## config.mk

```make
export PLATFORM = sky130hd
export DESIGN_NAME = pixel_write_clip_blend
export DESIGN_NICKNAME = d
export VERILOG_FILES = /design/src/rtl/core/pwcb_pkg.sv /design/src/rtl/core/pwcb_front.sv /design/src/rtl/core/pwcb_queue.sv /design/src/rtl/core/pwcb_back.sv /design/src/rtl/core/pixel_write_clip_blend.sv
export SDC_FILE = /design/constraint.sdc
export NUM_CORES = 2
export LEC_CHECK = 0
export BUFFER_PORTS_ARGS = -buffer_cell sky130_fd_sc_hd__buf_2
export CORE_MARGIN = 2
export CORE_UTILIZATION = 45
export CTS_CLUSTER_DIAMETER = 80
export DETAILED_ROUTE_END_ITERATION = 6
export SLEW_MARGIN = 25
export SYNTH_ARGS = -nofsm -noshare
export SYNTH_HDL_FRONTEND = slang
export SYNTH_HIERARCHICAL = 1
export SYNTH_SLANG_ARGS = --single-unit
```

## constraint.sdc

```tcl
create_clock -name i_clk -period 11 [get_ports i_clk]
set_input_delay 1.1 -clock i_clk [delete_from_list [all_inputs] [get_ports i_clk]]
set_output_delay 1.1 -clock i_clk [all_outputs]
set_load 0.02 [all_outputs]
```

## src/rtl/core/pwcb_pkg.sv

```systemverilog
`timescale 1ns / 1ps
// ----------------------------------------------------------------------------
// pwcb_pkg
// Shared types and constants of the pixel write, clip and blend block.
// ----------------------------------------------------------------------------
package pwcb_pkg;

    localparam int QUEUE_DEPTH = 4;
    localparam int QPTR_W      = 2;

    localparam logic [2:0] REG_SCREEN_WIDTH  = 3'd0;
    localparam logic [2:0] REG_SCREEN_HEIGHT = 3'd1;
    localparam logic [2:0] REG_ROW_PITCH     = 3'd2;
    localparam logic [2:0] REG_CLIP_LEFT     = 3'd3;
    localparam logic [2:0] REG_CLIP_TOP      = 3'd4;
    localparam logic [2:0] REG_CLIP_WIDTH    = 3'd5;
    localparam logic [2:0] REG_CLIP_HEIGHT   = 3'd6;
    localparam logic [2:0] REG_MODE_BITS     = 3'd7;

    localparam int MODE_CLIP  = 0;
    localparam int MODE_BLEND = 1;

    localparam logic [7:0]  ALPHA_OPAQUE = 8'hFF;
    localparam logic [7:0]  ALPHA_CLEAR  = 8'h00;
    localparam logic [31:0] OPAQUE_MASK  = 32'hFF00_0000;

    typedef enum logic [1:0] {
        KIND_DROP,
        KIND_PASS,
        KIND_DEST,
        KIND_MIX
    } t_kind;

    typedef struct packed {
        logic [12:0] screen_width;
        logic [12:0] screen_height;
        logic [13:0] row_pitch;
        logic [15:0] clip_left;
        logic [15:0] clip_top;
        logic [15:0] clip_width;
        logic [15:0] clip_height;
        logic [1:0]  mode_bits;
    } t_cfg;

    typedef struct packed {
        t_kind       kind;
        logic [12:0] col;
        logic [12:0] row;
        logic [13:0] pitch;
        logic [31:0] src;
        logic [31:0] dest;
    } t_item;

endpackage

```

## src/rtl/core/pwcb_front.sv

```systemverilog
`timescale 1ns / 1ps
// ----------------------------------------------------------------------------
// pwcb_front
// Accept pixel write words, test screen bounds and clip rectangle, and
// classify each word for the back end.
// ----------------------------------------------------------------------------
module pwcb_front #(
    parameter int MAX_DIM   = 4096,
    parameter int MAX_PITCH = 8192
) (
    input  logic             i_clk,
    input  logic             i_rst_n,
    input  pwcb_pkg::t_cfg   i_cfg,
    input  logic             i_valid,
    output logic             o_ready,
    input  logic [15:0]      i_pos_x,
    input  logic [15:0]      i_pos_y,
    input  logic [31:0]      i_src_color,
    input  logic [31:0]      i_dest_pixel,
    output logic             o_valid,
    input  logic             i_ready,
    output pwcb_pkg::t_item  o_item
);

    localparam logic [15:0] MaxDim   = 16'(MAX_DIM);
    localparam logic [15:0] MaxPitch = 16'(MAX_PITCH);

    logic            r_valid;
    pwcb_pkg::t_item r_item;
    logic            n_valid;
    pwcb_pkg::t_item n_item;

    logic [15:0] w_width;
    logic [15:0] w_height;
    logic [13:0] w_pitch;
    logic [16:0] w_x;
    logic [16:0] w_y;
    logic [16:0] w_cl;
    logic [16:0] w_ct;
    logic [16:0] w_cr;
    logic [16:0] w_cb;
    logic        w_in_screen;
    logic        w_in_clip;
    logic        w_keep;
    logic [7:0]  w_alpha;
    logic        w_accept;

    always_comb begin
        w_width  = ({3'b000, i_cfg.screen_width} > MaxDim) ? MaxDim
                                                          : {3'b000, i_cfg.screen_width};
        w_height = ({3'b000, i_cfg.screen_height} > MaxDim) ? MaxDim
                                                           : {3'b000, i_cfg.screen_height};
        w_pitch  = ({2'b00, i_cfg.row_pitch} > MaxPitch) ? MaxPitch[13:0] : i_cfg.row_pitch;

        w_x  = {i_pos_x[15], i_pos_x};
        w_y  = {i_pos_y[15], i_pos_y};
        w_cl = {i_cfg.clip_left[15], i_cfg.clip_left};
        w_ct = {i_cfg.clip_top[15], i_cfg.clip_top};
        w_cr = w_cl + {i_cfg.clip_width[15], i_cfg.clip_width};
        w_cb = w_ct + {i_cfg.clip_height[15], i_cfg.clip_height};

        w_in_screen = !i_pos_x[15] && !i_pos_y[15]
                   && ({1'b0, i_pos_x[14:0]} < w_width)
                   && ({1'b0, i_pos_y[14:0]} < w_height);
        w_in_clip   = ($signed(w_x) >= $signed(w_cl)) && ($signed(w_x) < $signed(w_cr))
                   && ($signed(w_y) >= $signed(w_ct)) && ($signed(w_y) < $signed(w_cb));
        w_keep      = w_in_screen && (!i_cfg.mode_bits[pwcb_pkg::MODE_CLIP] || w_in_clip);
        w_alpha     = i_src_color[31:24];
    end

    always_comb begin
        n_item.col   = i_pos_x[12:0];
        n_item.row   = i_pos_y[12:0];
        n_item.pitch = w_pitch;
        n_item.src   = i_src_color;
        n_item.dest  = i_dest_pixel;
        if (!w_keep) begin
            n_item.kind = pwcb_pkg::KIND_DROP;
        end else if (!i_cfg.mode_bits[pwcb_pkg::MODE_BLEND]
                     || w_alpha == pwcb_pkg::ALPHA_OPAQUE) begin
            n_item.kind = pwcb_pkg::KIND_PASS;
        end else if (w_alpha == pwcb_pkg::ALPHA_CLEAR) begin
            n_item.kind = pwcb_pkg::KIND_DEST;
        end else begin
            n_item.kind = pwcb_pkg::KIND_MIX;
        end
    end

    assign o_ready  = !r_valid || i_ready;
    assign w_accept = i_valid && o_ready;

    always_comb begin
        if (w_accept) begin
            n_valid = 1'b1;
        end else if (i_ready) begin
            n_valid = 1'b0;
        end else begin
            n_valid = r_valid;
        end
    end

    always_ff @(posedge i_clk) begin
        if (!i_rst_n) begin
            r_valid <= 1'b0;
        end else begin
            r_valid <= n_valid;
        end
    end

    always_ff @(posedge i_clk) begin
        if (w_accept) begin
            r_item <= n_item;
        end
    end

    assign o_valid = r_valid;
    assign o_item  = r_item;

endmodule

```

## src/rtl/core/pwcb_queue.sv

```systemverilog
`timescale 1ns / 1ps
// ----------------------------------------------------------------------------
// pwcb_queue
// Short register queue between the classify front end and the blend back end.
// ----------------------------------------------------------------------------
module pwcb_queue (
    input  logic             i_clk,
    input  logic             i_rst_n,
    input  logic             i_valid,
    output logic             o_ready,
    input  pwcb_pkg::t_item  i_item,
    output logic             o_valid,
    input  logic             i_ready,
    output pwcb_pkg::t_item  o_item
);

    localparam logic [pwcb_pkg::QPTR_W:0] Depth = (pwcb_pkg::QPTR_W + 1)'(pwcb_pkg::QUEUE_DEPTH);

    pwcb_pkg::t_item                r_mem [pwcb_pkg::QUEUE_DEPTH];
    logic [pwcb_pkg::QPTR_W-1:0]    r_wr;
    logic [pwcb_pkg::QPTR_W-1:0]    r_rd;
    logic [pwcb_pkg::QPTR_W:0]      r_count;
    logic [pwcb_pkg::QPTR_W:0]      n_count;
    logic                           w_full;
    logic                           w_push;
    logic                           w_pop;

    assign w_full  = (r_count == Depth);
    assign o_ready = !w_full;
    assign o_valid = (r_count != '0);
    assign o_item  = r_mem[r_rd];
    assign w_push  = i_valid && !w_full;
    assign w_pop   = o_valid && i_ready;

    always_comb begin
        n_count = r_count;
        if (w_push && !w_pop) begin
            n_count = r_count + 1'b1;
        end else if (w_pop && !w_push) begin
            n_count = r_count - 1'b1;
        end
    end

    always_ff @(posedge i_clk) begin
        if (!i_rst_n) begin
            r_wr    <= '0;
            r_rd    <= '0;
            r_count <= '0;
        end else begin
            r_count <= n_count;
            if (w_push) begin
                r_wr <= r_wr + 1'b1;
            end
            if (w_pop) begin
                r_rd <= r_rd + 1'b1;
            end
        end
    end

    always_ff @(posedge i_clk) begin
        if (w_push) begin
            r_mem[r_wr] <= i_item;
        end
    end

`ifndef SYNTHESIS
    a_count_bound: assert property (@(posedge i_clk) disable iff (!i_rst_n)
        r_count <= Depth)
        else $error("queue count above depth");
    a_ptr_gap: assert property (@(posedge i_clk) disable iff (!i_rst_n)
        (r_count == '0 || r_count == Depth) |-> (r_wr == r_rd))
        else $error("queue pointers disagree with count");
    a_count_step: assert property (@(posedge i_clk) disable iff (!i_rst_n)
        (w_push && !w_pop) |=> (r_count == $past(r_count) + 1'b1))
        else $error("queue count missed a push");
`endif

endmodule

```

## src/rtl/core/pwcb_back.sv

```systemverilog
`timescale 1ns / 1ps
// ----------------------------------------------------------------------------
// pwcb_back
// Form the word address and the stored word: multiply stage, then sum,
// divide by 255 and select into the output register.
// ----------------------------------------------------------------------------
module pwcb_back (
    input  logic             i_clk,
    input  logic             i_rst_n,
    input  logic             i_valid,
    output logic             o_ready,
    input  pwcb_pkg::t_item  i_item,
    output logic             o_valid,
    input  logic             i_ready,
    output logic             o_write_enable,
    output logic [24:0]      o_word_address,
    output logic [31:0]      o_write_data
);

    logic               r_s1_valid;
    pwcb_pkg::t_kind    r_s1_kind;
    logic [12:0]        r_s1_col;
    logic [26:0]        r_s1_row_base;
    logic [15:0]        r_s1_fg [3];
    logic [15:0]        r_s1_bg [3];
    logic [31:0]        r_s1_src;
    logic [31:0]        r_s1_dest;

    logic               r_o_valid;
    logic               r_o_we;
    logic [24:0]        r_o_addr;
    logic [31:0]        r_o_data;

    logic               n_o_we;
    logic [24:0]        n_o_addr;
    logic [31:0]        n_o_data;

    logic               w_advance;
    logic [7:0]         w_alpha;
    logic [7:0]         w_inv_alpha;
    logic [7:0]         w_mix [3];
    logic [16:0]        w_sum [3];
    logic [16:0]        w_quo [3];
    logic [27:0]        w_addr;

    assign w_advance   = !r_o_valid || i_ready;
    assign o_ready     = w_advance;
    assign w_alpha     = i_item.src[31:24];
    assign w_inv_alpha = pwcb_pkg::ALPHA_OPAQUE - w_alpha;

    always_ff @(posedge i_clk) begin
        if (!i_rst_n) begin
            r_s1_valid <= 1'b0;
            r_o_valid  <= 1'b0;
        end else if (w_advance) begin
            r_s1_valid <= i_valid;
            r_o_valid  <= r_s1_valid;
        end
    end

    always_ff @(posedge i_clk) begin
        if (w_advance) begin
            r_s1_kind     <= i_item.kind;
            r_s1_col      <= i_item.col;
            r_s1_row_base <= 27'(i_item.row * i_item.pitch);
            r_s1_src      <= i_item.src;
            r_s1_dest     <= i_item.dest;
            for (int c = 0; c < 3; c++) begin
                r_s1_fg[c] <= i_item.src[c*8 +: 8] * w_alpha;
                r_s1_bg[c] <= i_item.dest[c*8 +: 8] * w_inv_alpha;
            end
        end
    end

    always_comb begin
        for (int c = 0; c < 3; c++) begin
            w_sum[c] = {1'b0, r_s1_fg[c]} + {1'b0, r_s1_bg[c]};
            w_quo[c] = w_sum[c] + {9'd0, w_sum[c][15:8]} + 17'd1;
            w_mix[c] = w_quo[c][15:8];
        end
        w_addr = {1'b0, r_s1_row_base} + {15'd0, r_s1_col};
    end

    always_comb begin
        n_o_we   = 1'b1;
        n_o_addr = w_addr[24:0];
        case (r_s1_kind)
            pwcb_pkg::KIND_DROP: begin
                n_o_we   = 1'b0;
                n_o_addr = '0;
                n_o_data = '0;
            end
            pwcb_pkg::KIND_PASS: begin
                n_o_data = r_s1_src;
            end
            pwcb_pkg::KIND_DEST: begin
                n_o_data = r_s1_dest;
            end
            pwcb_pkg::KIND_MIX: begin
                n_o_data = pwcb_pkg::OPAQUE_MASK | {8'd0, w_mix[2], w_mix[1], w_mix[0]};
            end
            default: begin
                n_o_we   = 1'b0;
                n_o_addr = '0;
                n_o_data = '0;
            end
        endcase
    end

    always_ff @(posedge i_clk) begin
        if (w_advance) begin
            r_o_we   <= n_o_we;
            r_o_addr <= n_o_addr;
            r_o_data <= n_o_data;
        end
    end

    assign o_valid        = r_o_valid;
    assign o_write_enable = r_o_we;
    assign o_word_address = r_o_addr;
    assign o_write_data   = r_o_data;

endmodule

```

## src/rtl/core/pixel_write_clip_blend.sv

```systemverilog
`timescale 1ns / 1ps
// ----------------------------------------------------------------------------
// pixel_write_clip_blend
// Pixel write requests in, framebuffer writes out: screen bounds, optional
// clip rectangle and optional ARGB8888 source-over blend.
//
//   channel   dir  handshake                 payload
//   s_axis    in   s_axis_tvalid/tready      pos_x, pos_y, src_color, dest_pixel
//   m_axis    out  m_axis_tvalid/tready      tuser write_enable; word_address, write_data
//   apb       in   psel/penable/pwrite       8 registers at 4*index
//
// One word per cycle sustained while m_axis_tready is high; four register
// stages (classify register, queue, multiply stage, output register), which
// a write word passes in that order once its request is accepted.
// Reset is synchronous; all registers read 0 after it.
// A stalled output holds the back end; the 4-entry queue and the front
// register absorb words until it fills, then s_axis_tready drops.
// ----------------------------------------------------------------------------
module pixel_write_clip_blend #(
    parameter int MAX_DIM   = 4096,
    parameter int MAX_PITCH = 8192
) (
    input  logic        i_clk,
    input  logic        i_rst_n,
    input  logic        s_axis_tvalid,
    output logic        s_axis_tready,
    input  logic [95:0] s_axis_tdata,   // pos_x, pos_y, src_color, dest_pixel
    output logic        m_axis_tvalid,
    input  logic        m_axis_tready,
    output logic [63:0] m_axis_tdata,   // word_address, write_data, zero pad
    output logic        m_axis_tuser,   // write_enable
    input  logic        psel,
    input  logic        penable,
    input  logic        pwrite,
    input  logic [4:0]  paddr,
    input  logic [31:0] pwdata,
    output logic [31:0] prdata,
    output logic        pready
);

    pwcb_pkg::t_cfg  r_cfg;
    logic            w_cfg_wr;
    logic [2:0]      w_reg_idx;

    logic            w_f_valid;
    logic            w_f_ready;
    pwcb_pkg::t_item w_f_item;
    logic            w_q_valid;
    logic            w_q_ready;
    pwcb_pkg::t_item w_q_item;
    logic            w_we;
    logic [24:0]     w_addr;
    logic [31:0]     w_data;

    assign pready    = 1'b1;
    assign w_cfg_wr  = psel && penable && pwrite && pready;
    assign w_reg_idx = paddr[4:2];

    always_ff @(posedge i_clk) begin
        if (!i_rst_n) begin
            r_cfg <= '0;
        end else if (w_cfg_wr) begin
            case (w_reg_idx)
                pwcb_pkg::REG_SCREEN_WIDTH:  r_cfg.screen_width  <= pwdata[12:0];
                pwcb_pkg::REG_SCREEN_HEIGHT: r_cfg.screen_height <= pwdata[12:0];
                pwcb_pkg::REG_ROW_PITCH:     r_cfg.row_pitch     <= pwdata[13:0];
                pwcb_pkg::REG_CLIP_LEFT:     r_cfg.clip_left     <= pwdata[15:0];
                pwcb_pkg::REG_CLIP_TOP:      r_cfg.clip_top      <= pwdata[15:0];
                pwcb_pkg::REG_CLIP_WIDTH:    r_cfg.clip_width    <= pwdata[15:0];
                pwcb_pkg::REG_CLIP_HEIGHT:   r_cfg.clip_height   <= pwdata[15:0];
                pwcb_pkg::REG_MODE_BITS:     r_cfg.mode_bits     <= pwdata[1:0];
                default: begin
                end
            endcase
        end
    end

    always_comb begin
        case (w_reg_idx)
            pwcb_pkg::REG_SCREEN_WIDTH:  prdata = {19'd0, r_cfg.screen_width};
            pwcb_pkg::REG_SCREEN_HEIGHT: prdata = {19'd0, r_cfg.screen_height};
            pwcb_pkg::REG_ROW_PITCH:     prdata = {18'd0, r_cfg.row_pitch};
            pwcb_pkg::REG_CLIP_LEFT:     prdata = {16'd0, r_cfg.clip_left};
            pwcb_pkg::REG_CLIP_TOP:      prdata = {16'd0, r_cfg.clip_top};
            pwcb_pkg::REG_CLIP_WIDTH:    prdata = {16'd0, r_cfg.clip_width};
            pwcb_pkg::REG_CLIP_HEIGHT:   prdata = {16'd0, r_cfg.clip_height};
            pwcb_pkg::REG_MODE_BITS:     prdata = {30'd0, r_cfg.mode_bits};
            default:                     prdata = '0;
        endcase
    end

    pwcb_front #(
        .MAX_DIM   (MAX_DIM),
        .MAX_PITCH (MAX_PITCH)
    ) u_front (
        .i_clk        (i_clk),
        .i_rst_n      (i_rst_n),
        .i_cfg        (r_cfg),
        .i_valid      (s_axis_tvalid),
        .o_ready      (s_axis_tready),
        .i_pos_x      (s_axis_tdata[15:0]),
        .i_pos_y      (s_axis_tdata[31:16]),
        .i_src_color  (s_axis_tdata[63:32]),
        .i_dest_pixel (s_axis_tdata[95:64]),
        .o_valid      (w_f_valid),
        .i_ready      (w_f_ready),
        .o_item       (w_f_item)
    );

    pwcb_queue u_queue (
        .i_clk   (i_clk),
        .i_rst_n (i_rst_n),
        .i_valid (w_f_valid),
        .o_ready (w_f_ready),
        .i_item  (w_f_item),
        .o_valid (w_q_valid),
        .i_ready (w_q_ready),
        .o_item  (w_q_item)
    );

    pwcb_back u_back (
        .i_clk          (i_clk),
        .i_rst_n        (i_rst_n),
        .i_valid        (w_q_valid),
        .o_ready        (w_q_ready),
        .i_item         (w_q_item),
        .o_valid        (m_axis_tvalid),
        .i_ready        (m_axis_tready),
        .o_write_enable (w_we),
        .o_word_address (w_addr),
        .o_write_data   (w_data)
    );

    assign m_axis_tuser = w_we;
    assign m_axis_tdata = {7'd0, w_data, w_addr};

endmodule

```

---- Word level (Yosys, flattened, before mapping) ----
Memories as Yosys holds them, arrays and structs flattened. A register that Yosys moved wholly into a read port is not among the register bits.
Index checks and enable logic that the tools add are counted.
word-level totals
  memories ................................ 3
  output and inout port bits .............. 100
  RAM bits ................................ 520
  bits of input ports ..................... 140
  bits in registers ....................... 384
cells by class
  $add $sub $neg .......................... 17
  equality and inequality tests ........... 13
  $mul .................................... 7
  magnitude comparators ................... 9
  multiplexer cells ....................... 17
  bitwise operators ....................... 1
  reduce and logical (&&, ||, !) cells .... 41
memories
  memory          words  bits a word  rd ports  clocked after memory_dff  write ports  RTL line          text
  u_queue.r_mem   4      106          1         1                         1            pwcb_queue.sv:19  pwcb_pkg::t_item r_mem [pwcb_pkg::QUEUE_DEPTH];
  u_back.r_s1_bg  3      16           3         0                         3            pwcb_back.sv:25   logic [15:0] r_s1_bg [3];
  u_back.r_s1_fg  3      16           3         0                         3            pwcb_back.sv:24   logic [15:0] r_s1_fg [3];
operator list
  cell                                                                    count
  32-bit case mux with 8 select lines                                     1
  32-bit case mux with 4 select lines                                     1
  8-bit by 8-bit multiplier with 16-bit output                            6
  16-bit by 1-bit adder with 16-bit output (second input constant)        3
  16-bit adder                                                            3
  16-bit by 8-bit adder with 16-bit output                                3
  16-bit by 16-bit adder with 17-bit output                               2
  16-bit by 17-bit less-than comparator with 1-bit output                 2
  16-bit greater-or-equal comparator                                      2
  15-bit by 16-bit less-than comparator with 1-bit output                 2
  13-bit greater-than comparator (second input constant)                  2
  13-bit 2-to-1 mux                                                       2
  25-bit by 13-bit adder with 25-bit output                               1
  13-bit by 14-bit multiplier with 25-bit output                          1
  2-bit AND reduction                                                     8
  3-bit equality test (second input constant)                             5
  14-bit greater-than comparator (second input constant)                  1
  1-bit logical AND                                                       14
  1-bit logical NOT                                                       9
  1-bit 2-to-1 mux                                                        9
  8-bit equality test (second input constant)                             1
  8-bit logical NOT                                                       1
  8-bit subtractor (first input constant)                                 1
  3-bit by 2-bit equality test with 1-bit output (second input constant)  2
  16 further kinds                                                        23

---- Depth between registers and ports, before layout ----
  word-level depth ........................ 9
  depth in mapped cells ................... 26

---- Cells and area by module ----
Netlist, hierarchy kept.
modules (own cells, without submodules)
  module                  times used  area each (um^2)  cells an instance  sequential area each (um^2)
  pwcb_back               1           30262.8           3019               7787.5
  pwcb_queue              1           15762.6           602                12912.4
  pwcb_front              1           6856.6            612                3203.1
  pixel_write_clip_blend  1           5225.0            639                2122.0

---- Least setup slack after synthesis ----
OpenSTA, ideal clock, no wires.
  kind .................................... in2reg
  from .................................... in m_axis_tready
  to ...................................... reg u_queue/r_count[2] (netlist name)
  arrival ................................. 9464 ps
  path buffers ............................ 0
  stages on the path ...................... 8
  slack ................................... 1460 ps
  required time ........................... 10924 ps
  cells stage by stage .................... nand2b_1 -> o31ai_1 -> ha_1 -> inv_1 -> fa_1 -> xor2_1 -> or3_1 -> a21boi_0
on the way
  longest elaborated chain between the ends .. 5
ends and longest elaborated chain
  item                                                    RTL line                      text
  from (decl)                                             pixel_write_clip_blend.sv:29  input logic m_axis_tready,
  1-bit logical OR (*)                                    pwcb_back.sv:46               assign w_advance = !r_o_valid || i_ready;
  1-bit logical AND (*)                                   pwcb_queue.sv:33              assign w_pop = o_valid && i_ready;
  1-bit logical NOT                                       pwcb_queue.sv:37              if (w_push && !w_pop) begin
  1-bit logical AND                                       pwcb_queue.sv:37
  3-bit 2-to-1 mux or 2-bit nonzero test (tied branches)  --
  to (signal assigned)                                    pwcb_queue.sv:50              r_count <= n_count;
  to (decl)                                               pwcb_queue.sv:22              logic [pwcb_pkg::QPTR_W:0] r_count;
Mark *: on every way between the ends. The rest lies on a longest branch, timed or not.
A chain may end at the register's enable or synchronous reset.

==> results.toml <==
[drt]
drt-pass1-iter-count = 7
vias = 36480
wirelength_um = 135000
antenna_left = 0
first_iter_violations = 2342
viasPerCell = 5.377
drc = 1
post_drt_wl_per_cell_um = 19.90

[yosys]
syn_avg_cell_area_sq_um = 11.93
ys_seq_area_share_pct = 44.79
yosysUniqueCellTypes = 97
netlist_area_sq_um = 58110
synth_cells = 4872
ys.flop_type = "edfxtp_1"
synth_top_area_share_pct = 40.72
ys_ff_latch = 906
synth_area_leaders = "edfxtp_1, fa_1, ha_1, mux4_2, dfxtp_1"
synth_top_cell_by_area = "edfxtp_1"
synth-edff-count = 788
yosys_warnings = 6
async_reset_ff_share_pct = 0

[sta]
period_share_pct = 63.72
tns_ns = 0
slew_headroom_pct = 23.76
clock-skew-final_ns = 0.06571
setup-violations-final = 0
rsz0062_at_grt = "false"
fmax_ghz = 0.1427
slew_viol_final = 0
period_minus_slack_ns = 7.009
worstMarginPinSlew_ns = 1.115
finalWorstSetupSlack_ns = 3.991
hold_viol = 0

[floorplan]
io_pins = 240
core_sq_um = 127800
rows = 131
initial_core_util_pct = 45.45
die_h_um = 363.3
die_x_um = 363.3
die-area_sq_um = 132000

[placement]
io_buffers = 197
dp_cells = 6594
dp_hpwl_um = 96600
post-place-ws_ns = 3.978
routabilityCongestion = 0.8827

[setup_path]
max_stage_delay_ns = 0.76
cp-start-kind = "register"
cp.required_ns = 11.44
cp_cell_sequence = "mux4_2 -> and2_1 -> fa_1 -> inv_1 -> fa_1 -> inv_1 -> fa_1 -> fa_1 -> inv_1 -> fa_1 -> inv_1 -> ha_1 -> o21ai_0 -> a211oi_1 -> nand2_1 -> o21ai_1 -> o31a_1 -> a311o_1 -> a211o_1 -> a21oi_1 -> xnor2_1"
critical_path_peak_fanout = 28
end_kind = "register"
slowest_stage = "mux4_2"
worstPathArrival_ns = 7.45
worst_path_most_repeated_cell = "fa_1"
critical_path_class = "reg -> reg"

[clock_network]
cts_tree = "yes"
insertion_delay_ns = 0.71
clockBufferDepth = 3
cts_max_level = 3
cts_root_buf = "clkbuf_16"
cts.sinks = 906
numCtsBuffers = 102
hold_buffers = 0
post_cts_buffers = 0
cts_resized = 0
clkSlewWorstSetupHoldPaths_ns = 0.06

[finish]
multiInputGateArea_sq_um = 29070
syn2layout_area_growth_pct = 10.40
fillCellCount = 11270
n_antenna_cell = 0
seqCellArea_sq_um = 26030
layout-drive-gt1-share_pct = 10.77
final_cells = 6785
fin_nets = 6013

[grt]
grt_pass1_vias = 37150
grt-ovfl-total = 0
grt_pass1_wl_um = 212900
antenna_found_initial = 9
grt_usage_pct = 20.81
grt_max_degree = 120

[status]
failed_checks = "DRC"
status = "complete, but fails checks"

[run]
cap_viol_max_count = 0

[worst_hold_path]
worst_hold_path_type = "reg -> reg"
-- sequential cells by signal, indices dropped and copies added (netlist names), 25 cells and up, named ones only --
| register | flops |
|---|---|
| u_back/r_s1_bg | 48 |
| u_front/o_item | 106 |
| u_back/r_s1_src | 32 |
| u_back/r_s1_row_base | 25 |
| r_cfg | 106 |
| u_queue/r_mem | 424 |
| u_back/r_s1_dest | 32 |
| u_back/r_s1_fg | 48 |
| u_back/o_word_address | 25 |
| u_back/o_write_data | 32 |
-- path summary, 6_finish.rpt --
path | start | to | slack, ns | cells after the start
max | register | u_back/r_s1_row_base[24] | 3.99 | 21
min reg2reg | u_back/r_s1_valid | u_back/o_valid | 0.46 | 2
max reg2reg | register | u_back/r_s1_row_base[24] | 3.99 | 21
min | u_back/r_s1_valid | u_back/o_valid | 0.46 | 2
-- Yosys cell counts (16+ instances only) --
cell and instances:
a21boi_1 28, a22oi_1 18, buf_4 30, xor2_1 55, nand3_1 41, nand4_1 24
edfxtp_1 788, nor2b_1 166, a31oi_1 16, buf_2 31, a21oi_1 157, a21o_1 59
a21boi_0 84, dfxtp_1 118, o21bai_1 18, and2_1 218, nand2b_1 106, a211oi_1 18
ha_1 483, fa_1 354, nor3_1 49, o21ai_0 121, o21a_1 25, nor2_1 172
mux2i_1 28, mux4_2 106, xnor2_1 124, nand2_1 508, clkbuf_1 107, inv_1 574
-- per-stage QoR --
stage	utilization [%]	hold WS [ns]	cell area, sq um
2_1_floorplan	-	0.4344	58190
3_3_place_gp	47.34	0.4476	60520
3_5_place_dp	47.38	0.4564	60570
4_1_cts	50.17	0.4652	64140
5_1_grt	50.18	0.5015	64150
6_report	50.18	0.4637	64150
-- cells by family (layout without fill, tap and decap cells) --
family,after synthesis,count (layout),share of synthesized area [%]
compound gates,678,678,7.902
buf+inv,760,989,5.385
mux,138,138,4.668
flops,906,906,44.79
fa+ha+maj,837,837,22.60
xor+xnor,180,180,2.726
simple gates,1371,1371,11.92
other cells,2,24,0.01292
-- worst max-delay path: cells and delay by family (launching register included) --
kind                       cells  cell delay [ns]
muxes                          1             0.76
AOI/OAI and AO/OA              7             1.66
xor gates and xnor gates       1             0.11
adders and majority gates      6             2.89
buffers and inverters          4             0.21
and+or+nand+nor                2             0.33
DFF                            1             0.73
-- metal layers --
metal	wire, um	global-route usage, %	vias up
met5	56	0	-
met4	3395	5.435	10
met3	6365	3.396	189
met2	65020	35.16	765
met1	60160	27.89	18340
li1	-	-	17170
-- final cells by class --
type,instances,area share [%]
clock buffers,125,4.230
flip-flops and latches,906,40.58
multi-input cells,3228,45.32
inverters,574,3.359
well taps,1662,3.242
repair buffers,224,1.941
clock inverters,66,1.330
-- cells in the final DEF (no fill, tap or decap), types with 18 or more instances in the layout --
cell type / n
a21boi_1: 28
o21ai_0: 121
inv_1: 574
fa_1: 354
buf_4: 21
ha_1: 483
nor3_1: 49
clkbuf_16: 103
nand3_1: 41
edfxtp_1: 788
o21a_1: 25
a22oi_1: 18
nand4_1: 24
xor2_1: 55
mux2i_1: 28
conb_1: 24
nor2_1: 170
a21o_1: 59
a21oi_1: 157
mux4_2: 106
o21bai_1: 18
a211oi_1: 18
dfxtp_1: 116
buf_2: 197
nor2b_1: 165
a21boi_0: 84
and2_1: 213
nand2b_1: 105
xnor2_1: 124
nand2_1: 508
Power is not shown: default switching activity piles up to over one toggle a cycle in this logic, so the estimate is an artifact.
